==> src/sv/ocd_pkg.sv <==
// ----------------------------------------------------------------------------
// ocd_pkg
// Types and constants shared by the candle downsampler's controller, its
// datapath and its top level.
// ----------------------------------------------------------------------------
package ocd_pkg;

   // Fixed field widths of the channel words.
   localparam int PRICE_W  = 24;
   localparam int VOLUME_W = 24;
   localparam int TRADES_W = 16;
   localparam int COUNT_W  = 16;
   localparam int VOLSUM_W = 40;
   localparam int TRDSUM_W = 32;

   // One market bar on the request channel.
   typedef struct packed {
      logic                restart;
      logic [PRICE_W-1:0]  bar_open;
      logic [PRICE_W-1:0]  bar_high;
      logic [PRICE_W-1:0]  bar_low;
      logic [PRICE_W-1:0]  bar_close;
      logic [PRICE_W-1:0]  bar_wap;
      logic [VOLUME_W-1:0] bar_volume;
      logic [TRADES_W-1:0] bar_trades;
   } bar_word_type;

   // One merged candle on the response channel.
   typedef struct packed {
      logic [PRICE_W-1:0]  candle_open;
      logic [PRICE_W-1:0]  candle_high;
      logic [PRICE_W-1:0]  candle_low;
      logic [PRICE_W-1:0]  candle_close;
      logic [PRICE_W-1:0]  candle_vwap;
      logic [VOLSUM_W-1:0] candle_volume;
      logic [TRDSUM_W-1:0] candle_trades;
      logic                zero_volume;
   } candle_word_type;

   // Controller states.
   typedef enum logic [1:0] {
      ST_IDLE,
      ST_ACC,
      ST_DIV,
      ST_OUT
   } ocd_state_type;

   // Commands from the controller to the datapath.
   typedef struct packed {
      logic load_bar;
      logic clear;
      logic accum;
      logic start;
      logic div_step;
      logic emit;
   } ocd_cmd_type;

   // Status from the datapath to the controller.
   typedef struct packed {
      logic restart;
      logic complete;
      logic div_last;
      logic out_free;
   } ocd_status_type;

endpackage

==> src/sv/ocd_ctrl.sv <==
// ----------------------------------------------------------------------------
// ocd_ctrl
// Controller of the candle downsampler: takes bars, sequences accumulation,
// the VWAP division and the hand-over of a finished candle.
// ----------------------------------------------------------------------------
module ocd_ctrl import ocd_pkg::*; (
   input  logic           clock,
   input  logic           reset,
   input  logic           req_valid,
   output logic           req_stall,
   input  ocd_status_type status,
   output ocd_cmd_type    cmd
);

   ocd_state_type state_ff;
   ocd_state_type state_in;

   // State register.
   always_ff @(posedge clock) begin
      if (reset) begin
         state_ff <= ST_IDLE;
      end else begin
         state_ff <= state_in;
      end
   end

   // Next state and commands.
   always_comb begin
      state_in  = state_ff;
      cmd       = '0;
      req_stall = 1'b1;
      case (state_ff)
         ST_IDLE: begin
            req_stall = 1'b0;
            if (req_valid) begin
               if (status.restart) begin
                  cmd.clear = 1'b1;
               end else begin
                  cmd.load_bar = 1'b1;
                  state_in     = ST_ACC;
               end
            end
         end
         ST_ACC: begin
            if (status.complete) begin
               cmd.start = 1'b1;
               state_in  = ST_DIV;
            end else begin
               cmd.accum = 1'b1;
               state_in  = ST_IDLE;
            end
         end
         ST_DIV: begin
            cmd.div_step = 1'b1;
            if (status.div_last) begin
               state_in = ST_OUT;
            end
         end
         ST_OUT: begin
            if (status.out_free) begin
               cmd.emit = 1'b1;
               state_in = ST_IDLE;
            end
         end
         default: begin
            state_in = ST_IDLE;
         end
      endcase
   end

endmodule

==> src/sv/ocd_dpath.sv <==
// ----------------------------------------------------------------------------
// ocd_dpath
// Datapath of the candle downsampler: bar register and multiplier, running
// candle accumulators, restoring VWAP divider and the response register.
// ----------------------------------------------------------------------------
module ocd_dpath import ocd_pkg::*; #(
   parameter int PRICE_BITS  = 24,
   parameter int VOLUME_BITS = 24
) (
   input  logic                clock,
   input  logic                reset,
   input  ocd_cmd_type         cmd,
   output ocd_status_type      status,
   input  bar_word_type        req_data,
   input  logic                csr_wr_en,
   input  logic [COUNT_W-1:0]  csr_wr_data,
   output logic                rsp_valid,
   input  logic                rsp_stall,
   output candle_word_type     rsp_data
);

   // Effective price and volume widths, and the derived sum widths.
   localparam int PW     = (PRICE_BITS > PRICE_W) ? PRICE_W : PRICE_BITS;
   localparam int VW     = VOLUME_BITS;
   localparam int PROD_W = PW + VW;
   localparam int WSUM_W = PW + VW + COUNT_W;
   localparam int CNT_W  = $clog2(PW);

   // Configuration register.
   logic [COUNT_W-1:0] bpc_ff;

   // Registered bar and its weighted price product.
   logic [PW-1:0]       bar_open_ff, bar_high_ff, bar_low_ff, bar_close_ff;
   logic [VW-1:0]       bar_vol_ff;
   logic [TRADES_W-1:0] bar_trades_ff;
   logic [PROD_W-1:0]   prod_ff;

   // Running candle accumulators.
   logic [COUNT_W-1:0]  seen_ff;
   logic [PW-1:0]       first_ff, high_ff, low_ff;
   logic [VOLSUM_W-1:0] vol_ff;
   logic [TRDSUM_W-1:0] trades_ff;
   logic [WSUM_W-1:0]   wsum_ff;

   logic [COUNT_W-1:0]  seen_in;
   logic [PW-1:0]       first_in, high_in, low_in;
   logic [VOLSUM_W-1:0] vol_in;
   logic [TRDSUM_W-1:0] trades_in;
   logic [WSUM_W-1:0]   wsum_in;
   logic [COUNT_W-1:0]  need;

   // Finished candle waiting for its VWAP.
   logic [PW-1:0]       cnd_open_ff, cnd_high_ff, cnd_low_ff, cnd_close_ff;
   logic [VOLSUM_W-1:0] cnd_vol_ff;
   logic [TRDSUM_W-1:0] cnd_trades_ff;

   // Divider.
   logic [VOLSUM_W-1:0] rem_ff, rem_in;
   logic [PW-1:0]       quo_ff, quo_in;
   logic [CNT_W-1:0]    cnt_ff;
   logic [VOLSUM_W:0]   rem_sh, trial;
   logic                zero_vol;

   // Response register.
   logic                rsp_valid_ff;
   candle_word_type     rsp_data_ff;

   // Configuration write.
   always_ff @(posedge clock) begin
      if (reset) begin
         bpc_ff <= COUNT_W'(1);
      end else if (csr_wr_en) begin
         bpc_ff <= csr_wr_data;
      end
   end

   // Capture a bar and form wap times volume.
   always_ff @(posedge clock) begin
      if (cmd.load_bar) begin
         bar_open_ff   <= req_data.bar_open[PW-1:0];
         bar_high_ff   <= req_data.bar_high[PW-1:0];
         bar_low_ff    <= req_data.bar_low[PW-1:0];
         bar_close_ff  <= req_data.bar_close[PW-1:0];
         bar_vol_ff    <= req_data.bar_volume[VW-1:0];
         bar_trades_ff <= req_data.bar_trades;
         prod_ff       <= PROD_W'(req_data.bar_wap[PW-1:0])
                          * PROD_W'(req_data.bar_volume[VW-1:0]);
      end
   end

   // Running values with the registered bar merged in.
   always_comb begin
      seen_in   = seen_ff + COUNT_W'(1);
      first_in  = (seen_ff == '0) ? bar_open_ff : first_ff;
      high_in   = (bar_high_ff > high_ff) ? bar_high_ff : high_ff;
      low_in    = (bar_low_ff < low_ff) ? bar_low_ff : low_ff;
      vol_in    = vol_ff + VOLSUM_W'(bar_vol_ff);
      trades_in = trades_ff + TRDSUM_W'(bar_trades_ff);
      wsum_in   = wsum_ff + WSUM_W'(prod_ff);
      need      = (bpc_ff == '0) ? COUNT_W'(1) : bpc_ff;
   end

   // Accumulators; reset, a restart or a finished candle returns them to empty.
   always_ff @(posedge clock) begin
      if (reset || cmd.clear || cmd.start) begin
         seen_ff   <= '0;
         first_ff  <= '0;
         high_ff   <= '0;
         low_ff    <= '1;
         vol_ff    <= '0;
         trades_ff <= '0;
         wsum_ff   <= '0;
      end else if (cmd.accum) begin
         seen_ff   <= seen_in;
         first_ff  <= first_in;
         high_ff   <= high_in;
         low_ff    <= low_in;
         vol_ff    <= vol_in;
         trades_ff <= trades_in;
         wsum_ff   <= wsum_in;
      end
   end

   // Hold the finished candle for the division and the hand-over.
   always_ff @(posedge clock) begin
      if (cmd.start) begin
         cnd_open_ff   <= first_in;
         cnd_high_ff   <= high_in;
         cnd_low_ff    <= low_in;
         cnd_close_ff  <= bar_close_ff;
         cnd_vol_ff    <= vol_in;
         cnd_trades_ff <= trades_in;
      end
   end

   // One restoring step: shift in the next numerator bit and try a subtract.
   // The quotient never exceeds the largest price, so only the low PW
   // quotient bits are produced and the upper numerator bits seed the
   // remainder directly.
   always_comb begin
      rem_sh = {rem_ff, quo_ff[PW-1]};
      trial  = rem_sh - {1'b0, cnd_vol_ff};
      if (!trial[VOLSUM_W]) begin
         rem_in = trial[VOLSUM_W-1:0];
         quo_in = {quo_ff[PW-2:0], 1'b1};
      end else begin
         rem_in = rem_sh[VOLSUM_W-1:0];
         quo_in = {quo_ff[PW-2:0], 1'b0};
      end
   end

   always_ff @(posedge clock) begin
      if (cmd.start) begin
         rem_ff <= VOLSUM_W'(wsum_in >> PW);
         quo_ff <= wsum_in[PW-1:0];
      end else if (cmd.div_step) begin
         rem_ff <= rem_in;
         quo_ff <= quo_in;
      end
   end

   always_ff @(posedge clock) begin
      if (reset || cmd.start) begin
         cnt_ff <= '0;
      end else if (cmd.div_step) begin
         cnt_ff <= cnt_ff + CNT_W'(1);
      end
   end

   assign zero_vol = (cnd_vol_ff == '0);

   // Response register and its valid flag.
   always_ff @(posedge clock) begin
      if (reset) begin
         rsp_valid_ff <= 1'b0;
      end else if (cmd.emit) begin
         rsp_valid_ff <= 1'b1;
      end else if (!rsp_stall) begin
         rsp_valid_ff <= 1'b0;
      end
   end

   always_ff @(posedge clock) begin
      if (cmd.emit) begin
         rsp_data_ff.candle_open   <= PRICE_W'(cnd_open_ff);
         rsp_data_ff.candle_high   <= PRICE_W'(cnd_high_ff);
         rsp_data_ff.candle_low    <= PRICE_W'(cnd_low_ff);
         rsp_data_ff.candle_close  <= PRICE_W'(cnd_close_ff);
         rsp_data_ff.candle_vwap   <= zero_vol ? '0 : PRICE_W'(quo_ff);
         rsp_data_ff.candle_volume <= cnd_vol_ff;
         rsp_data_ff.candle_trades <= cnd_trades_ff;
         rsp_data_ff.zero_volume   <= zero_vol;
      end
   end

   assign rsp_valid = rsp_valid_ff;
   assign rsp_data  = rsp_data_ff;

   // Status to the controller.
   assign status.restart  = req_data.restart;
   assign status.complete = (seen_in == '0) || (seen_in >= need);
   assign status.div_last = (cnt_ff == CNT_W'(PW - 1));
   assign status.out_free = !rsp_valid_ff || !rsp_stall;

endmodule

==> src/sv/ohlcv_candle_downsampler.sv <==
// ----------------------------------------------------------------------------
// ohlcv_candle_downsampler
// Merges a configured number of consecutive market bars into one OHLCV
// candle with a volume-weighted average price.
// ----------------------------------------------------------------------------
// Usage:
//   The request channel carries one bar per word (req_valid / req_stall).
//   A word with restart set drops the partial candle.
//   Any other bar is first registered, with wap times volume formed, and
//   is then folded into the running candle.
//   When a bar completes its window, the candle's VWAP is found by a
//   restoring divider, one quotient bit a cycle, min(PRICE_BITS, 24) bits
//   (24 by default); the candle then moves to the response register once
//   that register is free. A completing bar holds the input until then.
//   The response channel (rsp_valid / rsp_stall) is fed from that register,
//   so bars keep being taken while a candle waits; if the next candle is
//   finished before the previous one is taken, the input stalls until the
//   response register frees.
//   csr_wr_en / csr_wr_data set the bars per candle (0 acts as 1); write it
//   only while the block is idle.
//   Synchronous reset empties the running candle, drops any pending
//   response and sets the bars per candle to one.
// ----------------------------------------------------------------------------
module ohlcv_candle_downsampler import ocd_pkg::*; #(
   parameter int PRICE_BITS  = 24,
   parameter int VOLUME_BITS = 24
) (
   input  logic               clock,
   input  logic               reset,
   input  logic               req_valid,
   output logic               req_stall,
   input  bar_word_type       req_data,
   output logic               rsp_valid,
   input  logic               rsp_stall,
   output candle_word_type    rsp_data,
   input  logic               csr_wr_en,
   input  logic [COUNT_W-1:0] csr_wr_data
);

   ocd_cmd_type    cmd;
   ocd_status_type status;

   // Controller.
   ocd_ctrl u_ctrl (
      .clock     (clock),
      .reset     (reset),
      .req_valid (req_valid),
      .req_stall (req_stall),
      .status    (status),
      .cmd       (cmd)
   );

   // Datapath.
   ocd_dpath #(
      .PRICE_BITS  (PRICE_BITS),
      .VOLUME_BITS (VOLUME_BITS)
   ) u_dpath (
      .clock       (clock),
      .reset       (reset),
      .cmd         (cmd),
      .status      (status),
      .req_data    (req_data),
      .csr_wr_en   (csr_wr_en),
      .csr_wr_data (csr_wr_data),
      .rsp_valid   (rsp_valid),
      .rsp_stall   (rsp_stall),
      .rsp_data    (rsp_data)
   );

   // The controller issues at most one command a cycle.
   a_one_cmd: assert property (@(posedge clock) disable iff (reset)
      $onehot0(cmd))
      else $error("more than one datapath command in a cycle");

   // A candle only enters the response register when that register is free.
   a_emit_free: assert property (@(posedge clock) disable iff (reset)
      cmd.emit |-> status.out_free)
      else $error("candle written over an unread response");

   // While the divider runs no bar is taken.
   a_start_stall: assert property (@(posedge clock) disable iff (reset)
      cmd.start |=> req_stall)
      else $error("bar accepted during the VWAP division");

   // A handed-over candle is offered on the response channel.
   a_emit_valid: assert property (@(posedge clock) disable iff (reset)
      cmd.emit |=> rsp_valid)
      else $error("emitted candle not presented");

endmodule

==> config.mk <==
export PLATFORM = sky130hd
export DESIGN_NAME = ohlcv_candle_downsampler
export DESIGN_NICKNAME = d
export VERILOG_FILES = /design/src/sv/ocd_pkg.sv /design/src/sv/ocd_ctrl.sv /design/src/sv/ocd_dpath.sv /design/src/sv/ohlcv_candle_downsampler.sv
export SDC_FILE = /design/constraint.sdc
export NUM_CORES = 2
export LEC_CHECK = 0
export ABC_AREA = 1
export BUFFER_PORTS_ARGS = -buffer_cell sky130_fd_sc_hd__buf_2
export CORE_ASPECT_RATIO = 1.2
export CORE_MARGIN = 4
export CORE_UTILIZATION = 29
export CTS_BUF_LIST = sky130_fd_sc_hd__clkbuf_8 sky130_fd_sc_hd__clkbuf_16
export DETAILED_ROUTE_END_ITERATION = 12
export MAX_ROUTING_LAYER = met4
export PLACE_DENSITY_LB_ADDON = 0.1
export SYNTH_ARGS = -nofsm -noshare
export SYNTH_HDL_FRONTEND = slang
export SYNTH_SLANG_ARGS = --single-unit
==> constraint.sdc <==
create_clock -name clock -period 18.7 [get_ports clock]
set_clock_uncertainty 0.2 [all_clocks]
set_input_delay 1.87 -clock clock [delete_from_list [all_inputs] [get_ports clock]]
set_output_delay 1.87 -clock clock [all_outputs]
set_load 0.05 [all_outputs]
==> Word level (Yosys, flattened, before mapping) <==
Cells that the tools add are included.
{ "totals": {"register_bits": 857, "input_bits": 182, "elab_cells": 96} }
{ "classes": {"n_addsub": 6, "mul": 1, "n_lt_le_gt_ge": 3, "n_eq_ne": 9, "muxes": 29, "reduce_logical": 14} }
{ "ops": {"columns": ["op", "n"], "rows": [
  ["$mux W24", 5],
  ["$mux W40", 3],
  ["$add A64 B48 Y64", 1],
  ["$logic_not A16 Y1", 3],
  ["$mul A24 B24 Y48", 1],
  ["$sub A41 B40 Y41", 1],
  ["$add A40 B24 Y40", 1],
  ["$logic_not A40 Y1", 1],
  ["$add A32 B16 Y32", 1],
  ["$gt A24 B24 Y1", 1],
  ["$lt A24 B24 Y1", 1],
  ["$add A16 B1 Y16 const B", 1],
  ["$ge A16 B16 Y1", 1],
  ["$mux W16", 1],
  ["$mux W2", 8],
  ["$mux W1", 11],
  ["$ne A2 B2 Y1 const B", 4],
  ["$pmux W2 S4", 1],
  ["$add A5 B1 Y5 const B", 1],
  ["$eq A5 B5 Y1 const B", 1],
  ["$logic_or A1 B1 Y1", 5],
  ["$eq A2 B2 Y1 const B", 2],
  ["$reduce_and A4 Y1", 1],
  ["$eq A2 B1 Y1 const B", 1],
  ["4 further kinds", 5]
]} }

==> Logic depth before layout (Yosys ltp) <==
{ "depth": {"depth_word": 7, "depth_mapped": 28, "mapped_depth_nobuf": 27} }

==> Hierarchy <==
Synthesis repeated with hierarchy kept, for this count alone.
{ "unflattened": {"cells_unflattened": 7910, "hier_area_um2": 63835.0} }
{ "modules_own_cells": {"columns": ["module", "instances", "cells_per_inst", "area_per_inst_um2", "seq_area_each_um2"], "rows": [
  ["ocd_dpath", 1, 7882, 63678.6, 23212.3],
  ["ocd_ctrl", 1, 28, 156.4, 40.0]
]} }

==> Least setup slack after synthesis <==
No wires, ideal clock.
{ "synth_path": {"kind": "input to register", "start": "in req_data[160] (netlist name)", "end": "reg u_dpath.bar_close_ff[0], enable pin", "setup_ns": 0.956, "arrival_ns": 14.527, "slack_ns": 3.017, "cell_stages": 1, "path_buffers": 0, "path_cell_list": "nor3_1"} }
{ "synth_via": {"elab_chain_cells": 3} }
{ "synth_rtl": {"columns": ["item", "line_no", "text"], "rows": [
  ["start, declared", "ohlcv_candle_downsampler.sv:32", "input bar_word_type req_data,"],
  ["$mux W1", "ocd_ctrl.sv:36", "if (status.restart) begin"],
  ["$mux W2", "ocd_ctrl.sv:35", "if (req_valid) begin"],
  ["$mux W2", "ocd_ctrl.sv:32", "case (state_ff)"],
  ["end signal, assigned", "ocd_dpath.sv:83", "bar_close_ff <= req_data.bar_close[PW-1:0];"],
  ["end, declared", "ocd_dpath.sv:33", "logic [PW-1:0] bar_open_ff, bar_high_ff, bar_low_ff, bar_close_ff;"]
]} }
No other way between the ends.
A chain may end at the register's enable or synchronous reset.

==> Worst setup path in the final report <==
{ "layout_path": {"start": "in req_data[23] (netlist name)", "end": "reg u_dpath.prod_ff[42], data pin"} }
{ "layout_via": {"elab_chain_cells": 1} }
{ "layout_rtl": {"columns": ["item", "line_no", "text"], "rows": [
  ["$mul A24 B24 Y48", "ocd_dpath.sv:87", "* PROD_W'(req_data.bar_volume[VW-1:0]);"],
  ["end signal, assigned", "ocd_dpath.sv:86", "prod_ff <= PROD_W'(req_data.bar_wap[PW-1:0])"],
  ["end, declared", "ocd_dpath.sv:36", "logic [PROD_W-1:0] prod_ff;"]
]} }
No other way between the ends.

==> metrics.txt <==
# TYPE chip_impl_metric gauge
chip_impl_metric{name="clkSlewWorstSetupHoldPaths",unit="ns"} 0.06
chip_impl_metric{name="max-cap-violations",unit=""} 0
chip_impl_metric{name="post_cts.repair.setup_buffers",unit=""} 0
chip_impl_metric{name="dp_hpwl",unit="um"} 171700
chip_impl_info{name="beginning_of_the_worst_register_to_register_path",value="u_dpath.seen_ff[0]$_SDFFE_PP0P_"} 1
chip_impl_metric{name="internal_power",unit="uW"} 6871
chip_impl_metric{name="yosysSeqAreaShare",unit="%"} 35.96
chip_impl_metric{name="gp_congestion",unit=""} 0.9239
chip_impl_metric{name="htree_levels",unit=""} 3
chip_impl_metric{name="timing.final.hold_violations",unit=""} 0
chip_impl_metric{name="dp_cells",unit=""} 11140
chip_impl_info{name="ctsRootBufferMaster",value="sky130_fd_sc_hd__clkbuf_16"} 1
chip_impl_metric{name="fin_crit",unit="ns"} 8.490
chip_impl_info{name="hold_start",value="u_dpath.cnd_trades_ff[28]$_DFFE_PP_"} 1
chip_impl_info{name="cts_tree",value="built"} 1
chip_impl_metric{name="p_leak",unit="uW"} 0.03524
chip_impl_metric{name="pwr-share-clk",unit="%"} 13.9
chip_impl_metric{name="final_cells",unit=""} 11330
chip_impl_metric{name="peak_clock_frequency_supported_by_timing",unit="GHz"} 0.1178
chip_impl_metric{name="synth_enable_flop_cells",unit=""} 609
chip_impl_metric{name="ir_worst_vdd",unit="V"} 0.0002734
chip_impl_metric{name="placement.cell_area",unit="um2"} 69380
chip_impl_metric{name="nNetsFinal",unit=""} 9315
chip_impl_metric{name="die_area",unit="um2"} 230600
chip_impl_metric{name="holdBufCountCts",unit=""} 0
chip_impl_metric{name="layout-drive-gt1-share",unit="%"} 8.440
chip_impl_metric{name="syn_to_final_growth",unit="%"} 12.51
chip_impl_metric{name="detail_route.vias_per_cell",unit=""} 4.577
chip_impl_metric{name="power-per-cell-area",unit="nW/um2"} 196.5
chip_impl_info{name="type_of_destination_of_the_critical_path",value="register"} 1
chip_impl_info{name="grt_setup_unrepaired",value="false"} 1
chip_impl_metric{name="synth_seq_cells",unit=""} 857
chip_impl_metric{name="wl_met3",unit="um"} 8711
chip_impl_info{name="crit_type",value="in -> reg"} 1
chip_impl_metric{name="cts-root-to-sink-buffers",unit=""} 3
chip_impl_metric{name="total_switching_power",unit="uW"} 7422
chip_impl_metric{name="grt_max_degree",unit=""} 119
chip_impl_metric{name="ant_nets",unit=""} 0
chip_impl_metric{name="number_of_global_route_vias_before_repair",unit=""} 53840
chip_impl_info{name="worst_hold_path_type",value="reg -> reg"} 1
chip_impl_metric{name="drt_pre_antenna_iters",unit=""} 5
chip_impl_metric{name="antenna_found_initial",unit=""} 4
chip_impl_metric{name="ys_async_rst_share",unit="%"} 0
chip_impl_metric{name="worst-slew-pin-transition",unit="ns"} 1.222
chip_impl_info{name="yosys_most_used_dff",value="sky130_fd_sc_hd__edfxtp_1"} 1
chip_impl_metric{name="wl_per_cell",unit="um"} 19.65
chip_impl_metric{name="die-width",unit="um"} 439.0
chip_impl_metric{name="p_sw_share",unit="%"} 51.93
chip_impl_metric{name="fp.coreArea",unit="um2"} 221300
chip_impl_metric{name="port_buffers",unit=""} 376
chip_impl_metric{name="std_cell_rows",unit=""} 189
chip_impl_metric{name="drc_errors",unit=""} 0
chip_impl_info{name="timing.critical_path.from",value="req_data[23]"} 1
chip_impl_metric{name="timing.setup.tns",unit="ns"} 0
chip_impl_metric{name="combinationalPowerShare",unit="%"} 68.1
chip_impl_metric{name="die_h",unit="um"} 525.2
chip_impl_metric{name="floorplan.initialDensity",unit="%"} 29.21
chip_impl_metric{name="synth_nets",unit=""} 9041
chip_impl_metric{name="worst-endpoint-arrival",unit="ns"} 8.73
chip_impl_metric{name="post-route-period-util",unit="%"} 45.40
chip_impl_info{name="worstSetupStartpointType",value="primary input"} 1
chip_impl_metric{name="cts-buffers-inserted",unit=""} 100
chip_impl_metric{name="postLayoutCellArea",unit="um2"} 72740
chip_impl_metric{name="io_pins",unit=""} 377
chip_impl_metric{name="overall_global_routing_usage",unit="%"} 19.62
chip_impl_info{name="dr.max_layer_used",value="met4"} 1
chip_impl_metric{name="tritoncts_num_sinks",unit=""} 857
chip_impl_metric{name="clk_latency",unit="ns"} 0.77
chip_impl_metric{name="setup_viol_count_final",unit=""} 0
chip_impl_metric{name="slew_headroom",unit="%"} 17.69
chip_impl_metric{name="synth_area_per_cell",unit="um2"} 8.078
chip_impl_metric{name="syn_area",unit="um2"} 64650
chip_impl_metric{name="met1Wirelength",unit="um"} 101900
chip_impl_metric{name="grt_pass1_wl",unit="um"} 337500
chip_impl_metric{name="cp_data_required_time",unit="ns"} 18.94
chip_impl_metric{name="crit_fanout",unit=""} 25
chip_impl_metric{name="drv_slew",unit=""} 0
chip_impl_metric{name="post_cts_resized",unit=""} 0
chip_impl_metric{name="global_route.overflow_total",unit=""} 0
chip_impl_metric{name="number_of_warnings_reported_in_the_yosys_synthesis_log",unit=""} 0
chip_impl_metric{name="synth_cell_types",unit=""} 45
chip_impl_metric{name="synth_cells",unit=""} 8004
chip_impl_metric{name="wl",unit="um"} 222600
chip_impl_info{name="run_status",value="finished clean"} 1
chip_impl_metric{name="first_iter_violations",unit=""} 2789
chip_impl_metric{name="fin_total_pwr",unit="uW"} 14290
chip_impl_metric{name="part_of_the_total_power_dissipated_in_sequential_elements",unit="%"} 18.0
chip_impl_metric{name="wl_met2",unit="um"} 106500
chip_impl_metric{name="total_via_count_after_detailed_routing",unit=""} 51860
## layout by cell type (no fill, tap or decap), types with 248 or more instances in the layout
cell,synthesis,final
sky130_fd_sc_hd__nor2_1,409,406
sky130_fd_sc_hd__inv_1,1655,1680
sky130_fd_sc_hd__dfxtp_1,248,248
sky130_fd_sc_hd__buf_2,33,376
sky130_fd_sc_hd__nand3_1,301,301
sky130_fd_sc_hd__a21oi_1,290,289
sky130_fd_sc_hd__edfxtp_1,609,609
sky130_fd_sc_hd__ha_1,369,369
sky130_fd_sc_hd__fa_1,486,486
sky130_fd_sc_hd__nand2_1,2644,2641
## synthesized netlist by cell type (4+ instances only)
cell type                     n  area share [%]
sky130_fd_sc_hd__a21oi_1    290             2.2
sky130_fd_sc_hd__o21bai_1    18            0.21
sky130_fd_sc_hd__ha_1       369             7.1
sky130_fd_sc_hd__inv_1     1655             9.6
sky130_fd_sc_hd__nor4_1      22            0.21
sky130_fd_sc_hd__nand4_1    178             1.7
sky130_fd_sc_hd__dfxtp_1    248             7.7
sky130_fd_sc_hd__fa_1       486              15
sky130_fd_sc_hd__and2_1       4           0.039
sky130_fd_sc_hd__o21ai_1     10           0.077
sky130_fd_sc_hd__o21a_1       7           0.081
sky130_fd_sc_hd__nor2_1     409             2.4
sky130_fd_sc_hd__nor3_1      57            0.44
sky130_fd_sc_hd__a21o_1      12            0.14
sky130_fd_sc_hd__edfxtp_1   609              28
sky130_fd_sc_hd__nand3b_1    13            0.15
sky130_fd_sc_hd__buf_1        4           0.023
sky130_fd_sc_hd__a21boi_0     7           0.081
sky130_fd_sc_hd__or2_2        5           0.048
sky130_fd_sc_hd__buf_6       26            0.45
sky130_fd_sc_hd__xor2_1      94             1.3
sky130_fd_sc_hd__nand2_1   2644              15
sky130_fd_sc_hd__o21ai_0    136             1.1
sky130_fd_sc_hd__buf_4       10            0.12
sky130_fd_sc_hd__xnor2_1     39            0.53
sky130_fd_sc_hd__a31oi_1     13            0.13
sky130_fd_sc_hd__a21oi_2    115             1.6
sky130_fd_sc_hd__clkbuf_1   163            0.95
sky130_fd_sc_hd__buf_2       33            0.26
sky130_fd_sc_hd__nand3_1    301             2.3
## worst max-delay path, stage by stage
cell and delay (ns):
sky130_fd_sc_hd__buf_2 0.65, sky130_fd_sc_hd__nand2_1 0.18, sky130_fd_sc_hd__fa_1 0.58, sky130_fd_sc_hd__fa_1 0.46
sky130_fd_sc_hd__fa_1 0.54, sky130_fd_sc_hd__inv_1 0.05, sky130_fd_sc_hd__fa_1 0.50, sky130_fd_sc_hd__inv_1 0.05
sky130_fd_sc_hd__fa_1 0.48, sky130_fd_sc_hd__fa_1 0.53, sky130_fd_sc_hd__fa_1 0.54, sky130_fd_sc_hd__inv_1 0.04
sky130_fd_sc_hd__ha_1 0.38, sky130_fd_sc_hd__nand2_1 0.11, sky130_fd_sc_hd__nand2_1 0.05, sky130_fd_sc_hd__inv_1 0.07
sky130_fd_sc_hd__nor2_1 0.04, sky130_fd_sc_hd__nor2_1 0.24, sky130_fd_sc_hd__a21boi_0 0.54, sky130_fd_sc_hd__o21ai_0 0.42
sky130_fd_sc_hd__nand2_1 0.14, sky130_fd_sc_hd__nand3_1 0.09, sky130_fd_sc_hd__xor2_1 0.16
## through the flow
step | hold WS [ns] | worst slack, ns | util (%)
after floorplan | 0.2003 | 3.017 | -
final | 0.1616 | 10.21 | 32.86
after global routing | 0.1685 | 9.986 | 32.86
after detailed placement | 0.2045 | 9.507 | 31.34
after global placement | 0.2002 | 9.484 | 31.34
after CTS | 0.1440 | 10.26 | 32.86
## path summary, 6_finish.rpt
path	to	slack, ns	depth (start not counted)
worst max-delay path	u_dpath.prod_ff[42]$_DFFE_PP_	10.21	23
worst min-delay path	u_dpath.rsp_data[29]$_DFFE_PP_	0.16	0
worst max register to register	u_dpath.low_ff[15]$_SDFFE_PP1P_	12.63	20
worst min register to register	u_dpath.rsp_data[29]$_DFFE_PP_	0.16	0
## routing by layer
metal	GRT usage, %	up-vias
met5	-	-
met4	4.811	0
met3	1.976	251
met2	32.58	1098
met1	25.73	25170
li1	-	25330
## logic make-up (layout without fill, tap and decap cells)
group | after synthesis | in the layout | share of synthesized area, %
AO/OA/AOI/OAI | 614 | 614 | 5.641
XOR/XNOR | 133 | 133 | 1.802
adder cells (fa/ha/maj) | 855 | 855 | 22.19
buffers and inverters | 1897 | 2258 | 11.52
flip-flops | 857 | 857 | 35.96
other | 0 | 5 | 0
AND/OR/NAND/NOR | 3648 | 3648 | 22.88
## sequential cells by signal (all words and copies together), names as in the netlist, 32 cells and up, named ones only
signal and count:
u_dpath.rsp_data 193, u_dpath.vol_ff 40, u_dpath.cnd_vol_ff 40, u_dpath.trades_ff 32, u_dpath.rem_ff 40, u_dpath.wsum_ff 64
u_dpath.cnd_trades_ff 32, u_dpath.prod_ff 48
## power groups by stage
stage | clock network [uW] | logic (uW) | registers (uW)
after floorplan | 0 | 6410 | 2580
final | 1990 | 9740 | 2570
after CTS | 2060 | 9850 | 2570
after detailed placement | 0 | 9770 | 2610
after global placement | 0 | 9830 | 2610
after global routing | 2140 | 11000 | 2570
## area by class of cell
cell class                 instances  area (um2)
sequential                       857       23250
clock inverter                    87       819.5
clock buffer                     102        2530
tap                             2960        3704
fill                           23800      148600
antenna                            5       12.51
multi-input combinational       5250       34020
timing repair buffer             412        2177
inverter                        1657        6227
Note: power is estimated with default switching activity, not from simulation.
